[src/rtl/cfic_pkg.sv]
// shared types, constants and helpers for the complex float / int16 converter
// no dependencies
package cfic_pkg;

  // configuration register indexes
  localparam int CfgIdxW = 4;
  localparam logic [CfgIdxW-1:0] RegDirection   = 4'd0;
  localparam logic [CfgIdxW-1:0] RegSwapBytes   = 4'd1;
  localparam logic [CfgIdxW-1:0] RegToPackedScl = 4'd2;
  localparam logic [CfgIdxW-1:0] RegToFloatScl  = 4'd3;

  // reset values of the scale registers
  localparam logic [31:0] ToPackedSclRst = 32'h46FF_FE00;
  localparam logic [31:0] ToFloatSclRst  = 32'h3800_0100;

  // float constants
  localparam logic [31:0] DefaultNan = 32'hFFC0_0000;
  localparam logic [31:0] QuietBit   = 32'h0040_0000;
  localparam logic [15:0] IntInvalid = 16'h8000;
  localparam logic [15:0] IntMaxPos  = 16'h7FFF;

  // operand as value = man * 2^exp, with special classes
  typedef struct packed {
    logic               nan;
    logic               inf;
    logic               zero;
    logic               sign;
    logic signed [9:0]  exp;
    logic [23:0]        man;
  } fop_t;

  // per-stage load enables of the multiplier pipe
  typedef struct packed {
    logic s1;
    logic s2;
    logic s3;
  } stage_en_t;

  function automatic fop_t decode_f32(input logic [31:0] bits);
    fop_t o;
    o.sign = bits[31];
    o.nan  = (bits[30:23] == 8'hFF) && (bits[22:0] != 23'd0);
    o.inf  = (bits[30:23] == 8'hFF) && (bits[22:0] == 23'd0);
    o.zero = (bits[30:0] == 31'd0);
    if (bits[30:23] == 8'd0) begin
      o.man = {1'b0, bits[22:0]};
      o.exp = -10'sd149;
    end else begin
      o.man = {1'b1, bits[22:0]};
      o.exp = $signed({2'b00, bits[30:23]}) - 10'sd150;
    end
    return o;
  endfunction

  function automatic fop_t decode_i16(input logic [15:0] h);
    fop_t o;
    logic [15:0] mag;
    mag    = h[15] ? (~h + 16'd1) : h;
    o.sign = h[15];
    o.nan  = 1'b0;
    o.inf  = 1'b0;
    o.zero = (h == 16'd0);
    o.exp  = 10'sd0;
    o.man  = {8'd0, mag};
    return o;
  endfunction

  function automatic logic [31:0] byte_rev(input logic [31:0] w);
    return {w[7:0], w[15:8], w[23:16], w[31:24]};
  endfunction

endpackage

[src/rtl/cfic_f2i.sv]
// float to int16: round to nearest even, saturate, nan or beyond int32 gives -32768
// depends on cfic_pkg
module cfic_f2i (
  input  logic [31:0] f,
  output logic [15:0] i16
);

  logic [7:0]  ex;
  logic [23:0] man;
  logic [4:0]  rsh;
  logic [48:0] ext;
  logic [23:0] ip;
  logic [31:0] mag;
  logic [31:0] neg;

  always_comb begin
    ex  = f[30:23];
    man = (ex == 8'd0) ? {1'b0, f[22:0]} : {1'b1, f[22:0]};
    rsh = (ex <= 8'd125) ? 5'd25 : 5'(8'd150 - ex);
    ext = {man, 25'd0} >> rsh;
    ip  = ext[48:25];
    // integer magnitude, exact above the binary point, rounded below it
    if (ex >= 8'd150) begin
      mag = {8'd0, man} << 3'(ex - 8'd150);
    end else begin
      mag = {8'd0, ip} + {31'd0, ext[24] & ((|ext[23:0]) | ip[0])};
    end
    neg = ~mag + 32'd1;
    if (ex >= 8'd158) begin
      i16 = cfic_pkg::IntInvalid;
    end else if (f[31]) begin
      i16 = (mag > 32'd32768) ? cfic_pkg::IntInvalid : neg[15:0];
    end else begin
      i16 = (mag > 32'd32767) ? cfic_pkg::IntMaxPos : mag[15:0];
    end
  end

endmodule

[config.mk]
export PLATFORM = sky130hd
export DESIGN_NAME = cfic_f2i
export DESIGN_NICKNAME = d
export VERILOG_FILES = /design/src/rtl/cfic_pkg.sv /design/src/rtl/cfic_f2i.sv
export SDC_FILE = /design/constraint.sdc
export NUM_CORES = 1
export LEC_CHECK = 0
export BUFFER_PORTS_ARGS = -buffer_cell sky130_fd_sc_hd__buf_2
export CAP_MARGIN = 20
export CORE_UTILIZATION = 40
export DETAILED_ROUTE_END_ITERATION = 8
export PLACE_DENSITY = 0.57
export SYNTH_ARGS = -nofsm -noshare
export SYNTH_HDL_FRONTEND = slang
export SYNTH_SLANG_ARGS = --single-unit
[constraint.sdc]
create_clock -name vclk -period 23.1
set_input_delay 3.465 -clock vclk [all_inputs]
set_output_delay 3.465 -clock vclk [all_outputs]
set_load 0.03 [all_outputs]
==> reports/metrics.yaml <==
status: "finished clean"
yosysUniqueCellTypes: 98
synth_top_cell_area_share: 0.0699
initial_core_util: 0.413
grt_pass1_wl_um: 27900
yosysWarnings: 0
syn-num-nets: 734
ctsHoldBuffers: 0
start_kind: "input pin"
fin_crit_ns: 14.21
wl_um: 17500
p_leak_uw: 0.00180
final.period_utilization: 0.615
arrival_ns: 10.74
worstMarginPinSlew_ns: 1.10
synth_top_cells_by_count: "84 x nand2_1, 48 x a21oi_1, 48 x nor2_1, 35 x nor3_1, 35 x o21ai_0"
dp_hpwl_um: 13400
syn_area_per_cell_um2: 6.51
nets: 737
clock_buffers: 0
crit_type: "in2out"
dieArea_um2: 11700
layoutNonFillerInstCount: 834
first_pass_iters: 6
fp.dieH_um: 108
postSynthCellCount: 693
coreArea_um2: 10900
finalSetupViolations: 0
setup.worst_path.end_class: "output port"
post_drt_via_cell_ratio: 6.95
dr.first_iter.drc_count: 722
register_area_um2: 0
yosysMostFrequentCell: "nand2_1"
num_vias: 5800
nFillCells: 1204
grt_pass1_vias: 5297
p_total_uw: 158
num_rows: 38
cts_setup_buffers: 0
wl_per_cell_um: 21.0
io_pins: 48
finalSetupTns_ns: 0
cp_max_fo: 70
num_antenna_cells: 0
syn_area_um2: 4510
drive_gt1_frac: 0.141
antenna_found_initial: 0
critPathRequiredTime_ns: 19.64
rsz0062_at_grt: "false"
track_usage: 0.299
grt_max_degree: 71
yosys.area.top_type: "nand2_1"
final_max_slew_viol_count: 0
n_sequential_cell: 0
gp_congestion: 0.976
timing.fmax_mhz: 70.4
synthTopCellsByArea: "nand2_1 7.0%, a21oi_1 5.3%, o211ai_1 4.5%"
multiInputGateArea_um2: 4160
power.density_nw_per_um2: 33.6
syn_to_final_growth_pct: 4.27
overflow: 0
slew_headroom: 0.266
ant_nets: 0
hold_violations: 0
synth-seq-area-share: 0
cap_viol_max_count: 0
die_w_um: 108
max-vdd-ir-drop_mv: 0.0172
dp_cells: 834
ctsResizeCount: 0
drc: 0
min_path_type: "in2out"
port-buffer-count: 48
==> layout make-up <==
| cell class | instances | share of cell area |
|---|---|---|
| multi-input combinational | 617 | 0.884 |
| timing repair buffer | 54 | 0.0606 |
| tap | 140 | 0.0372 |
| inverter | 23 | 0.0183 |
==> worst paths after layout <==
path	startpoint	end	slack, ns	cells past startpoint
worst max-delay path	f[23]	i16[9]	8.89	19
worst min-delay path	f[31]	i16[13]	7.52	3
==> critical path, cell delays in order <==
cell and delay [ns]:
buf_2 0.07, buf_4 0.54, inv_1 0.48, ha_1 0.36
nand4b_2 0.46, o22ai_4 0.96, o211a_1 0.33, o32ai_2 0.13
o211ai_1 0.25, a2bb2oi_1 0.66, or3_1 0.48, nor3_1 0.12
a211oi_1 0.58, or4b_4 0.57, o41ai_2 0.29, a31oi_1 0.11
buf_4 0.21, a2111oi_1 0.34, buf_2 0.27
==> kinds of logic after synthesis <==
| family | count (synthesis) | synth area share |
|---|---|---|
| multiplexers | 26 | 0.0696 |
| AND/OR/NAND/NOR | 294 | 0.346 |
| XOR/XNOR | 19 | 0.0385 |
| AO/OA/AOI/OAI | 269 | 0.442 |
| adder cells (fa/ha/maj) | 9 | 0.0250 |
| buffers and inverters | 76 | 0.0793 |
==> stage by stage <==
step | worst slack [ns] | hold slack [ns] | area (µm²) | utilization
6_report | 8.89 | 7.52 | 4710 | 0.430
5_1_grt | 8.36 | 7.57 | 4710 | 0.430
4_1_cts | 9.07 | 7.53 | 4710 | 0.430
3_5_place_dp | 9.09 | 7.53 | 4710 | 0.430
3_3_place_gp | 9.32 | 7.51 | 4710 | 0.430
2_1_floorplan | 10.06 | 7.31 | 4510 | -
==> cell usage in the layout (no fill, tap or decap), types with 9 or more instances in the layout <==
cell,Yosys,routed
nand2_1,84,84
a21oi_1,48,48
nor2_1,48,48
buf_2,16,48
nor3_1,35,35
o21ai_0,35,35
o211ai_1,27,27
nand3_1,24,24
inv_1,22,22
mux2i_1,19,18
a211oi_1,17,17
a31oi_1,14,14
xnor2_1,14,14
a21o_1,13,13
nand2b_1,12,12
nor4_1,11,11
nor2b_1,10,10
o211a_1,9,9
ha_1,9,9
==> power breakdown <==
part | total (µW) | switching [µW] | leakage (µW) | internal (µW)
clock network | 0 | 0 | 0 | 0
logic | 158 | 104 | 0.00180 | 54.1
registers | 0 | 0 | 0 | 0
total | 158 | 104 | 0.00180 | 54.1
==> layer usage <==
metal / vias up / track usage / part of all wire
met2: 317 / 0.498 / 0.45
li1: 2694 / - / -
met4: 0 / 0.125 / 0.046
met3: 45 / 0.0247 / 0.078
met5: - / 0 / 0
met1: 2744 / 0.394 / 0.42
Note: power is estimated with default switching activity, not from simulation.
