<file path="src/rtl/cfic_pkg.sv">
// shared types, constants and helpers for the complex float / int16 converter
// no dependencies
package cfic_pkg;

  // configuration register indexes
  localparam int CfgIdxW = 4;
  localparam logic [CfgIdxW-1:0] RegDirection   = 4'd0;
  localparam logic [CfgIdxW-1:0] RegSwapBytes   = 4'd1;
  localparam logic [CfgIdxW-1:0] RegToPackedScl = 4'd2;
  localparam logic [CfgIdxW-1:0] RegToFloatScl  = 4'd3;

  // reset values of the scale registers
  localparam logic [31:0] ToPackedSclRst = 32'h46FF_FE00;
  localparam logic [31:0] ToFloatSclRst  = 32'h3800_0100;

  // float constants
  localparam logic [31:0] DefaultNan = 32'hFFC0_0000;
  localparam logic [31:0] QuietBit   = 32'h0040_0000;
  localparam logic [15:0] IntInvalid = 16'h8000;
  localparam logic [15:0] IntMaxPos  = 16'h7FFF;

  // operand as value = man * 2^exp, with special classes
  typedef struct packed {
    logic               nan;
    logic               inf;
    logic               zero;
    logic               sign;
    logic signed [9:0]  exp;
    logic [23:0]        man;
  } fop_t;

  // per-stage load enables of the multiplier pipe
  typedef struct packed {
    logic s1;
    logic s2;
    logic s3;
  } stage_en_t;

  function automatic fop_t decode_f32(input logic [31:0] bits);
    fop_t o;
    o.sign = bits[31];
    o.nan  = (bits[30:23] == 8'hFF) && (bits[22:0] != 23'd0);
    o.inf  = (bits[30:23] == 8'hFF) && (bits[22:0] == 23'd0);
    o.zero = (bits[30:0] == 31'd0);
    if (bits[30:23] == 8'd0) begin
      o.man = {1'b0, bits[22:0]};
      o.exp = -10'sd149;
    end else begin
      o.man = {1'b1, bits[22:0]};
      o.exp = $signed({2'b00, bits[30:23]}) - 10'sd150;
    end
    return o;
  endfunction

  function automatic fop_t decode_i16(input logic [15:0] h);
    fop_t o;
    logic [15:0] mag;
    mag    = h[15] ? (~h + 16'd1) : h;
    o.sign = h[15];
    o.nan  = 1'b0;
    o.inf  = 1'b0;
    o.zero = (h == 16'd0);
    o.exp  = 10'sd0;
    o.man  = {8'd0, mag};
    return o;
  endfunction

  function automatic logic [31:0] byte_rev(input logic [31:0] w);
    return {w[7:0], w[15:8], w[23:16], w[31:24]};
  endfunction

endpackage

</file>
<file path="src/rtl/cfic_fmul.sv">
// three-stage single-precision multiplier, round to nearest even, subnormals kept
// depends on cfic_pkg; any nan result comes out as the default nan
module cfic_fmul (
  input  logic                clk,
  input  cfic_pkg::stage_en_t en,
  input  cfic_pkg::fop_t      a,
  input  cfic_pkg::fop_t      b,
  output logic [31:0]         res
);

  // stage 1: significand product and exponent sum
  logic               nan1, inf1, zero1, sign1;
  logic signed [10:0] e1;
  logic [47:0]        prod1;

  always_ff @(posedge clk) begin
    if (en.s1) begin
      sign1 <= a.sign ^ b.sign;
      nan1  <= a.nan | b.nan | (a.inf & b.zero) | (a.zero & b.inf);
      inf1  <= a.inf | b.inf;
      zero1 <= a.zero | b.zero;
      e1    <= 11'(a.exp) + 11'(b.exp);
      prod1 <= a.man * b.man;
    end
  end

  // stage 2: leading one and shift amount
  logic [5:0]         lead;
  logic signed [10:0] r_a, r_b, r_max, r_clip;

  always_comb begin
    lead = 6'd0;
    for (int i = 0; i < 48; i++) begin
      if (prod1[i]) lead = 6'(i);
    end
    r_a    = $signed({5'd0, lead}) - 11'sd23;
    r_b    = -11'sd149 - e1;
    r_max  = (r_a > r_b) ? r_a : r_b;
    r_clip = (r_max > 11'sd50) ? 11'sd50 : r_max;
  end

  logic               nan2, inf2, zero2, sign2;
  logic signed [10:0] r2, q2;
  logic [47:0]        prod2;

  always_ff @(posedge clk) begin
    if (en.s2) begin
      sign2 <= sign1;
      nan2  <= nan1;
      inf2  <= inf1;
      zero2 <= zero1;
      r2    <= r_clip;
      q2    <= e1 + r_max;
      prod2 <= prod1;
    end
  end

  // stage 3: align, round and pack
  logic [97:0]        wide;
  logic [47:0]        lsh;
  logic [23:0]        s0;
  logic               guard, sticky;
  logic [24:0]        s_rnd;
  logic [23:0]        s_fin;
  logic signed [10:0] q_fin, e_bias;
  logic [31:0]        packed_f;

  always_comb begin
    wide   = {prod2, 50'd0} >> r2[5:0];
    lsh    = prod2 << 5'(-r2);
    if (r2 < 0) begin
      s0     = lsh[23:0];
      guard  = 1'b0;
      sticky = 1'b0;
    end else begin
      s0     = wide[73:50];
      guard  = wide[49];
      sticky = |wide[48:0];
    end
    s_rnd = {1'b0, s0} + {24'd0, guard & (sticky | s0[0])};
    if (s_rnd[24]) begin
      s_fin = s_rnd[24:1];
      q_fin = q2 + 11'sd1;
    end else begin
      s_fin = s_rnd[23:0];
      q_fin = q2;
    end
    e_bias = q_fin + 11'sd150;
    if (nan2) begin
      packed_f = cfic_pkg::DefaultNan;
    end else if (inf2 || (s_fin[23] && e_bias >= 11'sd255)) begin
      packed_f = {sign2, 8'hFF, 23'd0};
    end else if (zero2) begin
      packed_f = {sign2, 31'd0};
    end else if (s_fin[23]) begin
      packed_f = {sign2, e_bias[7:0], s_fin[22:0]};
    end else begin
      packed_f = {sign2, 8'd0, s_fin[22:0]};
    end
  end

  always_ff @(posedge clk) begin
    if (en.s3) begin
      res <= packed_f;
    end
  end

endmodule

</file>
<file path="config.mk">
export PLATFORM = sky130hd
export DESIGN_NAME = cfic_fmul
export DESIGN_NICKNAME = d
export VERILOG_FILES = /design/src/rtl/cfic_pkg.sv /design/src/rtl/cfic_fmul.sv
export SDC_FILE = /design/constraint.sdc
export NUM_CORES = 2
export LEC_CHECK = 0
export BUFFER_PORTS_ARGS = -buffer_cell sky130_fd_sc_hd__buf_2
export CAP_MARGIN = 30
export CORE_UTILIZATION = 55
export DETAILED_ROUTE_END_ITERATION = 6
export PLACE_DENSITY = 0.75
export SYNTH_ARGS = -nofsm -noshare
export SYNTH_HDL_FRONTEND = slang
export SYNTH_SLANG_ARGS = --single-unit
</file>
<file path="constraint.sdc">
create_clock -name clk -period 6.8 [get_ports clk]
set_input_delay 0 -clock clk [delete_from_list [all_inputs] [get_ports clk]]
set_output_delay 0 -clock clk [all_outputs]
set_load 0.01 [all_outputs]
</file>
==> impl.org <==
** Setup path
- The most critical setup path has its startpoint at prod1[5].
- For the worst setup path, the data arrival time is 6.77 ns.
- The critical path contains buffers and inverters numbering 3 combined.
- Destination of the worst register-to-register timing path :: q2[10]
- On the worst path, the slowest cell contributes a delay of 0.42 ns.
- Count of cells along the worst register-to-register path :: 37
- Cell repeated most along the worst path :: sky130_fd_sc_hd__o21a_1
- Max stage delay cell, worst path :: sky130_fd_sc_hd__edfxtp_1
- Along the worst path, the maximum fanout reaches 2.
- Crit Path Category :: flop to flop
- The worst setup path is captured at a flop.
- Data on the critical path is required at its endpoint by 6.99 ns.
- Sort of element at the start of the critical path :: flop
- Following the worst setup path forward leads to its endpoint at q2[10].
- Crit Reg-Reg Startpoint :: prod1[5]
- In this run the number of cells on the critical path is 37.
- Register-to-Register Setup Slack :: 0.22 ns
- The kind of cell with the highest combined delay along the critical path is compound AO/OA/AOI/OAI gates.

** GRT
- Global routing finished with a remaining overflow of 0.
- The via count of the first global-routing pass was 26100.
- Entering global routing, the biggest net connects 71 pins.
- First-pass GRT wire length :: 134000 um
- All-layer global routing usage :: 28.1%
- Initial antenna violation count :: 3

** Placement
- Dpl cell area :: 35300 sq um
- Before CTS, the worst setup slack after placement is -0.493 ns.
- DPL Wire Length :: 68500 um
- During placement, the flow inserted port buffers numbering 111.
- Routability-driven placement finished with a final weighted congestion of 0.994.

** Synthesis
- Net Count, Synth :: 4188
- Sequential area share after synthesis :: 15.2%
- Synthesized area per cell :: 9.53 sq um
- During synthesis, Yosys emitted a total of 0 warnings.
- EDFF count, synth :: 165
- Synthesized instance count :: 3412
- Of the post-synthesis cell area, the dominant cell type holds 29.8%.
- Netlist cell types :: 93
- Post-synthesis instance area :: 32500 sq um
- Counting flops with an async set or reset pin after synthesis yields a share of 0%.
- Cell taking the most area after synthesis :: sky130_fd_sc_hd__fa_1
- By area the synthesized netlist is led by sky130_fd_sc_hd__fa_1, sky130_fd_sc_hd__edfxtp_1, sky130_fd_sc_hd__ha_1.
- Among all flip-flop cells after synthesis, the most frequent one is sky130_fd_sc_hd__edfxtp_1.
- After synthesis the netlist holds a flip-flop and latch count of 165.

** Floorplan
- Floorplan Core Area :: 58000 sq um
- During I/O placement, the number of pins put on the boundary was 112.
- The die covers 60100 sq um.
- The initialized floorplan defines 88 standard-cell rows.
- For this configuration, the core starts out at a cell density of 56.1%.
- In this run the vertical extent of the chip is 245 um.
- In this run the horizontal extent of the chip is 245 um.

** STA
- Setup tns final :: 0 ns
- At the pin with the least slew margin, the transition time is 0.940 ns.
- Setup violations remaining at the end of the flow were counted as 0.
- The final hold violation count is 0.
- Highest attainable clock frequency :: 152 MHz
- In the finished design, the share of the clock period the worst path needs comes to 96.8%.
- Once routing completed, OpenROAD measured the worst setup slack at 0.219 ns.
- Largest clock skew in the final design :: 0.00814 ns
- Setup repair after global routing missed its margin :: yes
- Final slew viol count :: 0
- In this run the tightest slew margin relative to its limit is 37.4%.
- Min Tclk post-route :: 6.58 ns

** Final layout
- In the final design database the tool counted 4435 nets.
- Of the cells placed in the final design, the portion with a size suffix greater than 1 is 17.7%.
- The area growth from synthesis to layout is 11.7%.
- The repair_antennas step left the layout with diodes totalling 0.
- Post-route design area :: 36300 sq um

** Detailed routing
- Number of detailed-route iterations in the first pass :: 6
- Detailed routing inserted a total of 25700 vias.
- Mean routed wirelength per cell :: 18.6 um
- The routed design uses 39900 um of met2 wire.
- In the detailed route, the total length drawn on met3 is 6210 um.
- The detail route stage leaves a number of antenna-violating nets equal to 0.
- The first routing iteration left 2421 violations.
- Via density per instance :: 5.78
- Total wire length after detailed routing :: 82300 um
- Top routing layer in use :: met5
- Met1 WL :: 34000 um
- For this run, design rule violations remaining after detail routing come to 0.

** Clock tree
- Clock insertion delay at the later pin of the skew report :: 0.44 ns
- Clock tree synthesis inserted a total of 17 buffers.
- The tree is rooted in a sky130_fd_sc_hd__clkbuf_16.
- The tree built by TritonCTS fans out to 165 sinks.
- CTS tree :: built
- The clock tree synthesis step divided the H-tree into 4 levels.
- Clock Pin Slew Worst Setup and Hold Paths :: 0.07 ns
- Maximum buffer depth of the clock tree :: 2

** Run
- Number of violations of the max-capacitance limit :: 0

** Run status
- The run finished with clean final reports.

** Worst hold path
- Class of the tightest hold or removal check :: primary input to flop
registers in the layout, indices dropped and copies added, names as in the netlist:
| name | flops |
|---|---|
| prod1 | 48 |
| q2 | 11 |
| sign2 | 1 |
| prod2 | 48 |
| zero2 | 1 |
| sign1 | 1 |
| nan2 | 1 |
| zero1 | 1 |
| inf2 | 1 |
| nan1 | 1 |
| r2 | 7 |
| inf1 | 1 |
| res | 32 |
| e1 | 11 |
stage by stage:
stage | hold WS (ns) | std cells | util, %
2_1_floorplan | 0.112 | 3412 | -
3_3_place_gp | 0.286 | 4382 | 60.8
3_5_place_dp | 0.285 | 4382 | 60.8
4_1_cts | 0.00144 | 4435 | 62.2
5_1_grt | 0.0283 | 4437 | 62.6
6_report | 0.0161 | 4437 | 62.6
kinds of logic (layout without fill, tap and decap cells):
group	after synthesis	after routing	share of synthesized area, %
xor+xnor	113	113	3.04
fa+ha+maj	696	696	37.9
compound gates	418	418	8.69
simple gates	1076	1076	16.0
mux	212	212	9.91
buf+inv	732	992	9.18
flops	165	165	15.2
what timing repair did:
action,4_1_cts,5_1_grt
hold endpoints to repair,8,0
pin swaps,12,30
hold buffers,13,0
gates resized for setup,15,48
endpoints found under the setup margin,4,13
setup buffers,8,3
worst min-delay path by stage:
stage                        to  cells after the start  slack [ns]  startpoint
after floorplan           e1[0]                      0        0.11       en[2]
after global placement     inf1                      2        0.29       b[36]
after detailed placement  zero1                      2        0.28       a[35]
after CTS                 e1[9]                      3       0.001       a[33]
after global routing      e1[3]                      3        0.03       a[27]
final                     e1[9]                      3        0.02       a[33]
worst min-delay path: stages:
cell                      delay (ns)
sky130_fd_sc_hd__buf_2          0.08
sky130_fd_sc_hd__ha_1           0.15
sky130_fd_sc_hd__xnor2_1        0.12
final cells by class:
cell class / instances / area, sq um
well taps: 765 / 957
flip-flops and latches: 165 / 4950
repair buffers: 414 / 2930
inverters: 546 / 2050
multi-input cells: 2515 / 24800
fillers: 4700 / 21700
clock inverters: 15 / 189
clock buffers: 17 / 425
Yosys cell counts (8+ instances only):
library cell                 n
sky130_fd_sc_hd__nand3_1    34
sky130_fd_sc_hd__inv_1     541
sky130_fd_sc_hd__a221oi_1    8
sky130_fd_sc_hd__nand2b_1   22
sky130_fd_sc_hd__mux2i_1    72
sky130_fd_sc_hd__xor2_1     38
sky130_fd_sc_hd__a31oi_1    12
sky130_fd_sc_hd__mux2_2     57
sky130_fd_sc_hd__a21o_1     26
sky130_fd_sc_hd__ha_1      212
sky130_fd_sc_hd__nand2_1   482
sky130_fd_sc_hd__clkbuf_1  138
sky130_fd_sc_hd__a211oi_1   23
sky130_fd_sc_hd__and3_1     21
sky130_fd_sc_hd__nor2b_1    20
sky130_fd_sc_hd__o211ai_1   12
sky130_fd_sc_hd__mux4_2     81
sky130_fd_sc_hd__nor4_1     18
sky130_fd_sc_hd__fa_1      484
sky130_fd_sc_hd__o31ai_1    10
sky130_fd_sc_hd__xnor2_1    75
sky130_fd_sc_hd__edfxtp_1  165
sky130_fd_sc_hd__a22oi_1     9
sky130_fd_sc_hd__o22ai_1     8
sky130_fd_sc_hd__o21ai_0    72
sky130_fd_sc_hd__o21a_1     17
sky130_fd_sc_hd__nor3_1     37
sky130_fd_sc_hd__or2_2      12
sky130_fd_sc_hd__and2_1    212
sky130_fd_sc_hd__buf_2      20
sky130_fd_sc_hd__or3_1      14
sky130_fd_sc_hd__nor2_1    141
sky130_fd_sc_hd__nand4_1    17
sky130_fd_sc_hd__o21bai_1   28
sky130_fd_sc_hd__a21oi_1   112
cells in the final DEF (no fill, tap or decap), types with 8 or more instances in the layout:
cell	n
sky130_fd_sc_hd__buf_2	104
sky130_fd_sc_hd__o21a_1	16
sky130_fd_sc_hd__nand4_1	17
sky130_fd_sc_hd__nor3_1	36
sky130_fd_sc_hd__clkbuf_16	17
sky130_fd_sc_hd__dlygate4sd3_1	13
sky130_fd_sc_hd__nor4_1	18
sky130_fd_sc_hd__a211oi_1	22
sky130_fd_sc_hd__xnor2_1	73
sky130_fd_sc_hd__nor2b_1	19
sky130_fd_sc_hd__edfxtp_1	165
sky130_fd_sc_hd__nand3_1	34
sky130_fd_sc_hd__a21oi_2	11
sky130_fd_sc_hd__o211ai_1	12
sky130_fd_sc_hd__nand2_1	482
sky130_fd_sc_hd__mux2i_1	71
sky130_fd_sc_hd__ha_1	206
sky130_fd_sc_hd__a31oi_1	12
sky130_fd_sc_hd__o21ai_0	67
sky130_fd_sc_hd__a21oi_1	100
sky130_fd_sc_hd__a21o_1	26
sky130_fd_sc_hd__and2_1	210
sky130_fd_sc_hd__or3_1	14
sky130_fd_sc_hd__nor2_1	140
sky130_fd_sc_hd__or2_2	12
sky130_fd_sc_hd__a22oi_1	9
sky130_fd_sc_hd__o31ai_1	8
sky130_fd_sc_hd__and3_1	21
sky130_fd_sc_hd__nand2b_1	22
sky130_fd_sc_hd__o22ai_1	8
sky130_fd_sc_hd__xor2_1	37
sky130_fd_sc_hd__buf_4	286
sky130_fd_sc_hd__mux2_2	56
sky130_fd_sc_hd__fa_1	482
sky130_fd_sc_hd__inv_1	540
sky130_fd_sc_hd__mux4_2	81
sky130_fd_sc_hd__o21bai_1	28
layer usage:
metal | up-vias | global-route usage, %
met5 | - | 0
met4 | 6 | 8.46
met3 | 155 | 3.46
met2 | 1086 | 47.2
met1 | 12700 | 38.0
li1 | 11700 | -
Power is left out: the tool's default activity adds up to more than one toggle a clock period on the data nets, which glitch-free logic cannot reach.
